### src/hw/rtl/rmnle_pkg.sv
package rmnle_pkg;

  localparam int unsigned ENERGY_BITS         = 32;
  localparam int unsigned LEVEL_FRAC_BITS_DEF = 16;
  localparam int unsigned AGE_BITS            = 14;
  localparam int unsigned WIN_BITS            = 12;
  localparam int unsigned RATE_BITS           = 16;
  localparam int unsigned CFG_IDX_BITS        = 2;
  localparam int unsigned CFG_DATA_BITS       = 32;

  localparam logic [RATE_BITS-1:0]   RATE_ONE        = 16'h8000;
  localparam logic [ENERGY_BITS-1:0] MAX_NOISE_RST   = 32'd60000000;
  localparam logic [ENERGY_BITS-1:0] MIN_NOISE_RST   = 32'd16;
  localparam logic [WIN_BITS-1:0]    WINDOW_LEN_RST  = 12'd333;
  localparam logic [RATE_BITS-1:0]   SMOOTH_RATE_RST = 16'd6554;

  typedef enum logic [CFG_IDX_BITS-1:0] {
    CFG_MAX_NOISE   = 2'd0,
    CFG_MIN_NOISE   = 2'd1,
    CFG_WINDOW_LEN  = 2'd2,
    CFG_SMOOTH_RATE = 2'd3
  } cfg_idx_e;

  typedef enum logic [2:0] {
    ST_IDLE,
    ST_MINAGE,
    ST_DIFF,
    ST_MUL_LO,
    ST_MUL_HI,
    ST_APPLY,
    ST_GATE,
    ST_DONE
  } state_e;

  typedef struct packed {
    logic load;      // capture input energy
    logic minage;    // update min, candidate and age of selected tracker
    logic diff;      // distance from level to target
    logic mul_lo;    // low partial product of the smoothing step
    logic mul_hi;    // high partial product, form step
    logic apply;     // move selected level by step
    logic sel_slow;  // 0: fast tracker, 1: slow tracker
    logic out_load;  // load output register
  } cmd_t;

endpackage

### src/hw/rtl/rmnle_ctrl.sv
module rmnle_ctrl (
  input  logic             clk_i,
  input  logic             rst_ni,
  input  logic             s_tvalid_i,
  output logic             s_tready_o,
  output logic             m_tvalid_o,
  input  logic             m_tready_i,
  input  logic             gate_pass_i,
  output rmnle_pkg::cmd_t  cmd_o
);
  import rmnle_pkg::*;

  state_e state_q, state_d;
  logic   sel_q, sel_d;
  logic   m_tvalid_q, m_tvalid_d;

  always_ff @(posedge clk_i or negedge rst_ni) begin
    if (!rst_ni) begin
      state_q    <= ST_IDLE;
      sel_q      <= 1'b0;
      m_tvalid_q <= 1'b0;
    end else begin
      state_q    <= state_d;
      sel_q      <= sel_d;
      m_tvalid_q <= m_tvalid_d;
    end
  end

  always_comb begin
    state_d        = state_q;
    sel_d          = sel_q;
    m_tvalid_d     = m_tvalid_q && !m_tready_i;
    cmd_o          = '0;
    cmd_o.sel_slow = sel_q;
    unique case (state_q)
      ST_IDLE: begin
        if (s_tvalid_i) begin
          cmd_o.load = 1'b1;
          sel_d      = 1'b0;
          state_d    = ST_MINAGE;
        end
      end
      ST_MINAGE: begin
        cmd_o.minage = 1'b1;
        state_d      = ST_DIFF;
      end
      ST_DIFF: begin
        cmd_o.diff = 1'b1;
        state_d    = ST_MUL_LO;
      end
      ST_MUL_LO: begin
        cmd_o.mul_lo = 1'b1;
        state_d      = ST_MUL_HI;
      end
      ST_MUL_HI: begin
        cmd_o.mul_hi = 1'b1;
        state_d      = ST_APPLY;
      end
      ST_APPLY: begin
        cmd_o.apply = 1'b1;
        state_d     = sel_q ? ST_DONE : ST_GATE;
      end
      ST_GATE: begin
        // slow tracker runs only when energy is below ten times the new fast level
        if (gate_pass_i) begin
          sel_d   = 1'b1;
          state_d = ST_MINAGE;
        end else begin
          state_d = ST_DONE;
        end
      end
      ST_DONE: begin
        if (!m_tvalid_q || m_tready_i) begin
          cmd_o.out_load = 1'b1;
          m_tvalid_d     = 1'b1;
          state_d        = ST_IDLE;
        end
      end
      default: state_d = ST_IDLE;
    endcase
  end

  assign s_tready_o = (state_q == ST_IDLE);
  assign m_tvalid_o = m_tvalid_q;

endmodule

### src/hw/rtl/rmnle_datapath.sv
module rmnle_datapath #(
  parameter int unsigned LEVEL_FRAC_BITS = rmnle_pkg::LEVEL_FRAC_BITS_DEF
) (
  input  logic                                 clk_i,
  input  logic                                 rst_ni,
  input  logic                                 cfg_we_i,
  input  logic [rmnle_pkg::CFG_IDX_BITS-1:0]   cfg_idx_i,
  input  logic [rmnle_pkg::CFG_DATA_BITS-1:0]  cfg_wdata_i,
  input  logic [rmnle_pkg::ENERGY_BITS-1:0]    energy_i,
  input  rmnle_pkg::cmd_t                      cmd_i,
  output logic                                 gate_pass_o,
  output logic [2*rmnle_pkg::ENERGY_BITS-1:0]  out_data_o
);
  import rmnle_pkg::*;

  localparam int unsigned LW  = ENERGY_BITS + LEVEL_FRAC_BITS;  // level width
  localparam int unsigned HW  = (LW + 1) / 2;                   // low half of multiplicand
  localparam int unsigned LHW = LW - HW;                        // high half
  localparam int unsigned PW  = HW + RATE_BITS;
  localparam int unsigned QW  = LHW + RATE_BITS;
  localparam int unsigned AW  = LW + RATE_BITS;
  localparam int unsigned GW  = LW + 4;                         // holds 10 * level

  // configuration
  logic [ENERGY_BITS-1:0] max_noise_q, min_noise_q;
  logic [WIN_BITS-1:0]    window_len_q;
  logic [RATE_BITS-1:0]   smooth_rate_q;

  // tracker state
  logic [ENERGY_BITS-1:0] fast_min_q, fast_cand_q, slow_min_q, slow_cand_q;
  logic [AGE_BITS-1:0]    fast_age_q, slow_age_q;
  logic [LW-1:0]          fast_level_q, slow_level_q;

  // work registers
  logic [ENERGY_BITS-1:0]     energy_q;
  logic [LW-1:0]              mag_q, step_q;
  logic                       up_q;
  logic [PW-1:0]              prod_q;
  logic [2*ENERGY_BITS-1:0]   out_q;

  logic [ENERGY_BITS-1:0] e_floor, e_sel, cur_min, cur_cand;
  logic [ENERGY_BITS-1:0] nx_min, nx_cand;
  logic [AGE_BITS-1:0]    cur_age, nx_age, half, wl3, three_half;
  logic [LW-1:0]          cur_level, target, new_level;
  logic [RATE_BITS-1:0]   rate;
  logic [QW-1:0]          hi_prod;
  logic [AW-1:0]          acc;
  logic [GW-1:0]          ten_level, e_scaled;

  assign e_floor   = (energy_q < min_noise_q) ? min_noise_q : energy_q;
  assign e_sel     = cmd_i.sel_slow ? e_floor : energy_q;
  assign cur_min   = cmd_i.sel_slow ? slow_min_q : fast_min_q;
  assign cur_cand  = cmd_i.sel_slow ? slow_cand_q : fast_cand_q;
  assign cur_age   = cmd_i.sel_slow ? slow_age_q : fast_age_q;
  assign cur_level = cmd_i.sel_slow ? slow_level_q : fast_level_q;

  // slow window is twice window_len: half = wl, 1.5 windows = 3 * wl
  assign wl3        = AGE_BITS'(window_len_q) + (AGE_BITS'(window_len_q) << 1);
  assign half       = cmd_i.sel_slow ? AGE_BITS'(window_len_q)
                                     : AGE_BITS'(window_len_q >> 1);
  assign three_half = cmd_i.sel_slow ? wl3 : (wl3 >> 1);

  always_comb begin
    nx_min  = cur_min;
    nx_cand = cur_cand;
    if (e_sel < cur_min) begin
      nx_min  = e_sel;
      nx_age  = '0;
      nx_cand = max_noise_q;
    end else begin
      nx_age = cur_age + AGE_BITS'(1);
    end
    if (nx_age > half && e_sel < nx_cand) begin
      nx_cand = e_sel;
    end
    if (nx_age > three_half) begin
      nx_min  = nx_cand;
      nx_cand = max_noise_q;
      nx_age  = half;
    end
  end

  assign target    = {cur_min, LEVEL_FRAC_BITS'(0)};
  assign rate      = (smooth_rate_q > RATE_ONE) ? RATE_ONE : smooth_rate_q;
  assign hi_prod   = QW'(mag_q[LW-1:HW]) * QW'(rate);
  assign acc       = {hi_prod, HW'(0)} + AW'(prod_q);
  assign new_level = up_q ? (cur_level + step_q) : (cur_level - step_q);

  // exact test of energy * 2^F < 10 * fast_level
  assign ten_level   = (GW'(fast_level_q) << 3) + (GW'(fast_level_q) << 1);
  assign e_scaled    = GW'({energy_q, LEVEL_FRAC_BITS'(0)});
  assign gate_pass_o = (e_scaled < ten_level);

  always_ff @(posedge clk_i or negedge rst_ni) begin
    if (!rst_ni) begin
      max_noise_q   <= MAX_NOISE_RST;
      min_noise_q   <= MIN_NOISE_RST;
      window_len_q  <= WINDOW_LEN_RST;
      smooth_rate_q <= SMOOTH_RATE_RST;
      fast_min_q    <= MAX_NOISE_RST;
      fast_cand_q   <= MAX_NOISE_RST;
      fast_age_q    <= '0;
      fast_level_q  <= {MAX_NOISE_RST, LEVEL_FRAC_BITS'(0)};
      slow_min_q    <= MAX_NOISE_RST;
      slow_cand_q   <= MAX_NOISE_RST;
      slow_age_q    <= '0;
      slow_level_q  <= {MAX_NOISE_RST, LEVEL_FRAC_BITS'(0)};
    end else begin
      if (cfg_we_i) begin
        unique case (cfg_idx_i)
          CFG_MAX_NOISE:   max_noise_q   <= cfg_wdata_i[ENERGY_BITS-1:0];
          CFG_MIN_NOISE:   min_noise_q   <= cfg_wdata_i[ENERGY_BITS-1:0];
          CFG_WINDOW_LEN:  window_len_q  <= cfg_wdata_i[WIN_BITS-1:0];
          CFG_SMOOTH_RATE: smooth_rate_q <= cfg_wdata_i[RATE_BITS-1:0];
          default: ;
        endcase
      end
      if (cmd_i.minage) begin
        if (cmd_i.sel_slow) begin
          slow_min_q  <= nx_min;
          slow_cand_q <= nx_cand;
          slow_age_q  <= nx_age;
        end else begin
          fast_min_q  <= nx_min;
          fast_cand_q <= nx_cand;
          fast_age_q  <= nx_age;
        end
      end
      if (cmd_i.apply) begin
        if (cmd_i.sel_slow) begin
          slow_level_q <= new_level;
        end else begin
          fast_level_q <= new_level;
        end
      end
    end
  end

  always_ff @(posedge clk_i) begin
    if (cmd_i.load) begin
      energy_q <= energy_i;
    end
    if (cmd_i.diff) begin
      up_q  <= (target >= cur_level);
      mag_q <= (target >= cur_level) ? (target - cur_level) : (cur_level - target);
    end
    if (cmd_i.mul_lo) begin
      prod_q <= PW'(mag_q[HW-1:0]) * PW'(rate);
    end
    if (cmd_i.mul_hi) begin
      // floor(mag * rate / 2^15); never exceeds mag
      step_q <= acc[LW+14:15];
    end
    if (cmd_i.out_load) begin
      out_q <= {fast_level_q[LW-1:LEVEL_FRAC_BITS], slow_level_q[LW-1:LEVEL_FRAC_BITS]};
    end
  end

  assign out_data_o = out_q;

endmodule

### src/hw/rtl/running_min_noise_level_estimator_core.sv
// Output valid follows input accept after one pass through the shared update unit when
// the slow tracker is gated off, and after two passes when it runs.
// The input side is blocked while the sequencer works, also while a result waits for the
// output side; the low and high halves of each smoothing multiply are separate states.
// Reset (async, active low) loads default registers and sets all minima to max_noise.
module running_min_noise_level_estimator_core #(
  parameter int unsigned LEVEL_FRAC_BITS = rmnle_pkg::LEVEL_FRAC_BITS_DEF
) (
  input  logic                                 clk_i,
  input  logic                                 rst_ni,
  input  logic                                 s_axis_tvalid_i,
  output logic                                 s_axis_tready_o,
  input  logic [rmnle_pkg::ENERGY_BITS-1:0]    s_axis_tdata_i,   // [31:0] energy
  output logic                                 m_axis_tvalid_o,
  input  logic                                 m_axis_tready_i,
  output logic [2*rmnle_pkg::ENERGY_BITS-1:0]  m_axis_tdata_o,   // [31:0] noise_level,
                                                                 // [63:32] fast_noise_level
  input  logic                                 cfg_we_i,
  input  logic [rmnle_pkg::CFG_IDX_BITS-1:0]   cfg_idx_i,
  input  logic [rmnle_pkg::CFG_DATA_BITS-1:0]  cfg_wdata_i
);
  import rmnle_pkg::*;

  cmd_t cmd;
  logic gate_pass;

  rmnle_ctrl u_ctrl (
    .clk_i       (clk_i),
    .rst_ni      (rst_ni),
    .s_tvalid_i  (s_axis_tvalid_i),
    .s_tready_o  (s_axis_tready_o),
    .m_tvalid_o  (m_axis_tvalid_o),
    .m_tready_i  (m_axis_tready_i),
    .gate_pass_i (gate_pass),
    .cmd_o       (cmd)
  );

  rmnle_datapath #(
    .LEVEL_FRAC_BITS (LEVEL_FRAC_BITS)
  ) u_datapath (
    .clk_i       (clk_i),
    .rst_ni      (rst_ni),
    .cfg_we_i    (cfg_we_i),
    .cfg_idx_i   (cfg_idx_i),
    .cfg_wdata_i (cfg_wdata_i),
    .energy_i    (s_axis_tdata_i),
    .cmd_i       (cmd),
    .gate_pass_o (gate_pass),
    .out_data_o  (m_axis_tdata_o)
  );

  a_busy_after_accept : assert property (@(posedge clk_i) disable iff (!rst_ni)
    s_axis_tvalid_i && s_axis_tready_o |=> !s_axis_tready_o)
    else $error("input accepted while an item is in progress");

  a_result_returns_idle : assert property (@(posedge clk_i) disable iff (!rst_ni)
    $rose(m_axis_tvalid_o) |-> s_axis_tready_o)
    else $error("result raised without sequencer returning to idle");

  a_no_overwrite : assert property (@(posedge clk_i) disable iff (!rst_ni)
    cmd.out_load |-> (!m_axis_tvalid_o || m_axis_tready_i))
    else $error("output register overwritten while an item is pending");

endmodule

### config.mk
export PLATFORM = sky130hd
export DESIGN_NAME = running_min_noise_level_estimator_core
export DESIGN_NICKNAME = d
export VERILOG_FILES = /design/src/hw/rtl/rmnle_pkg.sv /design/src/hw/rtl/rmnle_ctrl.sv /design/src/hw/rtl/rmnle_datapath.sv /design/src/hw/rtl/running_min_noise_level_estimator_core.sv
export SDC_FILE = /design/constraint.sdc
export NUM_CORES = 2
export LEC_CHECK = 0
export ABC_AREA = 1
export ABC_CLOCK_PERIOD_IN_PS = 9500
export BUFFER_PORTS_ARGS = -buffer_cell sky130_fd_sc_hd__buf_2
export CAP_MARGIN = 20
export CORE_ASPECT_RATIO = 1.2
export CORE_MARGIN = 8
export CORE_UTILIZATION = 35
export DETAILED_ROUTE_END_ITERATION = 10
export PLACE_DENSITY_LB_ADDON = 0.1
export SLEW_MARGIN = 20
export SYNTH_ARGS = -nofsm -noshare
export SYNTH_HDL_FRONTEND = slang
export SYNTH_SLANG_ARGS = --single-unit
### constraint.sdc
create_clock -name clk_i -period 9.5 [get_ports clk_i]
set_clock_uncertainty 0.05 [all_clocks]
set_input_delay 1.9 -clock clk_i [delete_from_list [all_inputs] [get_ports clk_i]]
set_output_delay 1.9 -clock clk_i [all_outputs]
set_load 0.02 [all_outputs]
==> results.json <==
{
  "cts_tree": "yes",
  "place_area_um2": 65700,
  "grt_max_degree": 132,
  "design.core.area_um2": 177000,
  "relSlewSlack_pct": 22.3,
  "die-area_um2": 191000,
  "clk_path_buf_depth": 3,
  "ys.flop_type": "dfrtp_1",
  "final_area_um2": 68200,
  "startpoint_type": "flip-flop",
  "crit_fanout": 14,
  "ant_nets": 0,
  "ys_warn_count": 0,
  "totalWireLength_um": 223000,
  "drt_pass1_iterations": 6,
  "ff2ff_path_depth": 36,
  "first_global_vias": 53400,
  "syn_area_um2": 62200,
  "cp-startpoint": "u_datapath.smooth_rate_q[7]",
  "final_common_cell": "nand2_1",
  "report.final.hold_viol_count": 0,
  "fin_crit_ns": 8.71,
  "seq_area_frac_synth_pct": 24.7,
  "setup_viol": 0,
  "fin_nets": 9097,
  "fin_ws_ns": 0.793,
  "cts_made_buffers": 70,
  "syn_inst": 7800,
  "drc": 0,
  "final_cell_mix": "nand2_1 (1862), inv_1 (1332), fa_1 (615)",
  "cts_setup_buffers": 0,
  "cap_violations": 0,
  "tightest_slew_ns": 1.15,
  "synthArstFlopShare_pct": 61.6,
  "port_buffers": 136,
  "dp_hpwl_um": 176000,
  "r2r-end": "u_datapath.step_q[46]",
  "end_kind": "flip-flop",
  "crit_type": "reg2reg",
  "finalMaxSlewViolations": 0,
  "fin_crit_sh_pct": 91.7,
  "crit_required_ns": 9.88,
  "routed_via_density": 5.05,
  "cts_max_level": 3,
  "drive_above_1_share_pct": 8.68,
  "start_util_pct": 35.2,
  "io_pins": 137,
  "vias": 51700,
  "fin_cells": 10200,
  "rows": 169,
  "critPathMostFrequentCell": "inv_1",
  "gp_congestion": 0.944,
  "slowest_stage": "fa_1",
  "wl_per_cell_um": 21.8,
  "synth.avg_cell_area_um2": 7.97,
  "worst_ep_arrival_time_ns": 9.08,
  "hp-class": "reg2reg",
  "status": "finished clean",
  "synth_edf_count": 218,
  "syn2layout_area_growth_pct": 9.62,
  "fmax_mhz": 115,
  "dieHeight_um": 478,
  "clockRootBuffer": "clkbuf_16",
  "r2r_start": "u_datapath.smooth_rate_q[7]",
  "dr.first_iter.drc_count": 3431,
  "grt_antenna_before_repair": 8,
  "hold_buffers": 0,
  "r2r_setup_slack_ns": 0.79,
  "endpoint": "u_datapath.step_q[46]",
  "cp_slowest_stage_delay_ns": 0.56,
  "cts_resized": 0,
  "grt_usage_pct": 23.0,
  "clock_sinks": 567,
  "grt_overflow": 0,
  "clk_latency_ns": 0.69,
  "fin_setup_tns_ns": 0,
  "place_inst": 10100,
  "place_ws_ns": 0.895,
  "clkTransAtPathRegs_ns": 0.06,
  "rsz0062_at_grt": "false",
  "die_w_um": 401,
  "ys_types": 73,
  "synth_seq_cells": 567,
  "syn_nets": 9041,
  "grt_pass1_wl_um": 337000
}
through the flow:
stage | utilization, % | hold slack, ns
after CTS | 38.6 | 0.415
after floorplan | - | 0.350
after global routing | 38.6 | 0.424
after detailed placement | 37.2 | 0.403
final | 38.6 | 0.415
after global placement | 37.2 | 0.403
flip-flops by register name, summed over array words and instances (netlist names), 3 cells and up:
| register | flops |
|---|---|
| u_datapath.window_len_q | 12 |
| u_datapath.slow_cand_q | 32 |
| u_datapath.slow_level_q | 48 |
| u_datapath.fast_level_q | 48 |
| u_datapath.fast_cand_q | 32 |
| u_datapath.smooth_rate_q | 16 |
| u_datapath.prod_q | 25 |
| u_datapath.slow_age_q | 14 |
| u_datapath.energy_q | 32 |
| u_datapath.max_noise_q | 32 |
| u_datapath.fast_age_q | 14 |
| u_datapath.mag_q | 48 |
| u_datapath.out_data_o | 64 |
| u_datapath.fast_min_q | 32 |
| u_datapath.slow_min_q | 32 |
| u_ctrl.state_q | 3 |
| u_datapath.min_noise_q | 32 |
| u_datapath.step_q | 48 |
critical path: cells and delay by family (launching register included):
family	cells	cell delay [ns]
adder cells (fa/ha/maj)	8	3.79
flip-flops	1	0.53
XOR/XNOR	2	0.23
AND/OR/NAND/NOR	12	1.62
AO/OA/AOI/OAI	6	1.13
buffers and inverters	8	1.13
cell usage after synthesis (all sizes together), types with 11 or more instances:
| cell type | instances | area, um2 |
|---|---|---|
| nand2 | 1874 | 7060 |
| inv | 1350 | 5070 |
| fa | 615 | 12300 |
| nor2 | 599 | 2270 |
| o21ai | 578 | 2960 |
| ha | 555 | 6940 |
| a21oi | 389 | 1980 |
| dfrtp | 266 | 6660 |
| clkbuf | 228 | 857 |
| nand3 | 220 | 1120 |
| edfxtp | 218 | 6550 |
| xor2 | 193 | 1690 |
| or2 | 117 | 732 |
| xnor2 | 105 | 920 |
| dfstp | 83 | 2180 |
| buf | 54 | 282 |
| nor3 | 51 | 318 |
| a31oi | 47 | 300 |
| o211ai | 40 | 300 |
| nand4 | 36 | 231 |
| o21a | 27 | 203 |
| o221ai | 22 | 193 |
| nor4 | 19 | 131 |
| a211oi | 17 | 133 |
| a21o | 14 | 106 |
| a21boi | 13 | 120 |
| o31ai | 11 | 101 |
cell families after synthesis:
group                    share of synthesized area [%]
XOR/XNOR                                          4.20
buffers and inverters                             10.0
AO/OA/AOI/OAI                                     10.7
adder cells (fa/ha/maj)                           31.0
flip-flops                                        24.7
multiplexers                                    0.0805
AND/OR/NAND/NOR                                   19.2
layer usage:
layer  share of wire [%]  vias to the layer above  global-route usage, %  wire length, um
met4                 6.2                        2                   12.0            13700
li1                    -                    24600                      -                -
met2                  48                     1136                   39.4           107000
met5              0.0058                        -                      0               13
met1                  42                    25500                   28.6            93800
met3                 3.8                      348                   2.47             8370
how the worst min path moves through the flow:
| stage | cells after the start | startpoint | end |
|---|---|---|---|
| after CTS | 2 | u_datapath.slow_min_q[20] | u_datapath.slow_min_q[20] |
| after floorplan | 0 | u_datapath.prod_q[15] | u_datapath.step_q[0] |
| after global placement | 2 | u_datapath.slow_min_q[8] | u_datapath.slow_min_q[8] |
| final | 2 | u_datapath.slow_min_q[20] | u_datapath.slow_min_q[20] |
| after detailed placement | 2 | u_datapath.slow_level_q[0] | u_datapath.slow_level_q[0] |
| after global routing | 2 | u_datapath.fast_min_q[23] | u_datapath.fast_min_q[23] |
cell type report:
cell class,count,area [um2]
tap,2308,2890
inverter,1359,5100
antenna,1,2.50
fill,18500,108000
clock inverter,44,549
timing repair buffer,266,1700
clock buffer,85,1870
sequential,567,15400
multi-input combinational,5592,40700
Power is not shown: default switching activity piles up to over one toggle a cycle in this logic, so the estimate is an artifact.
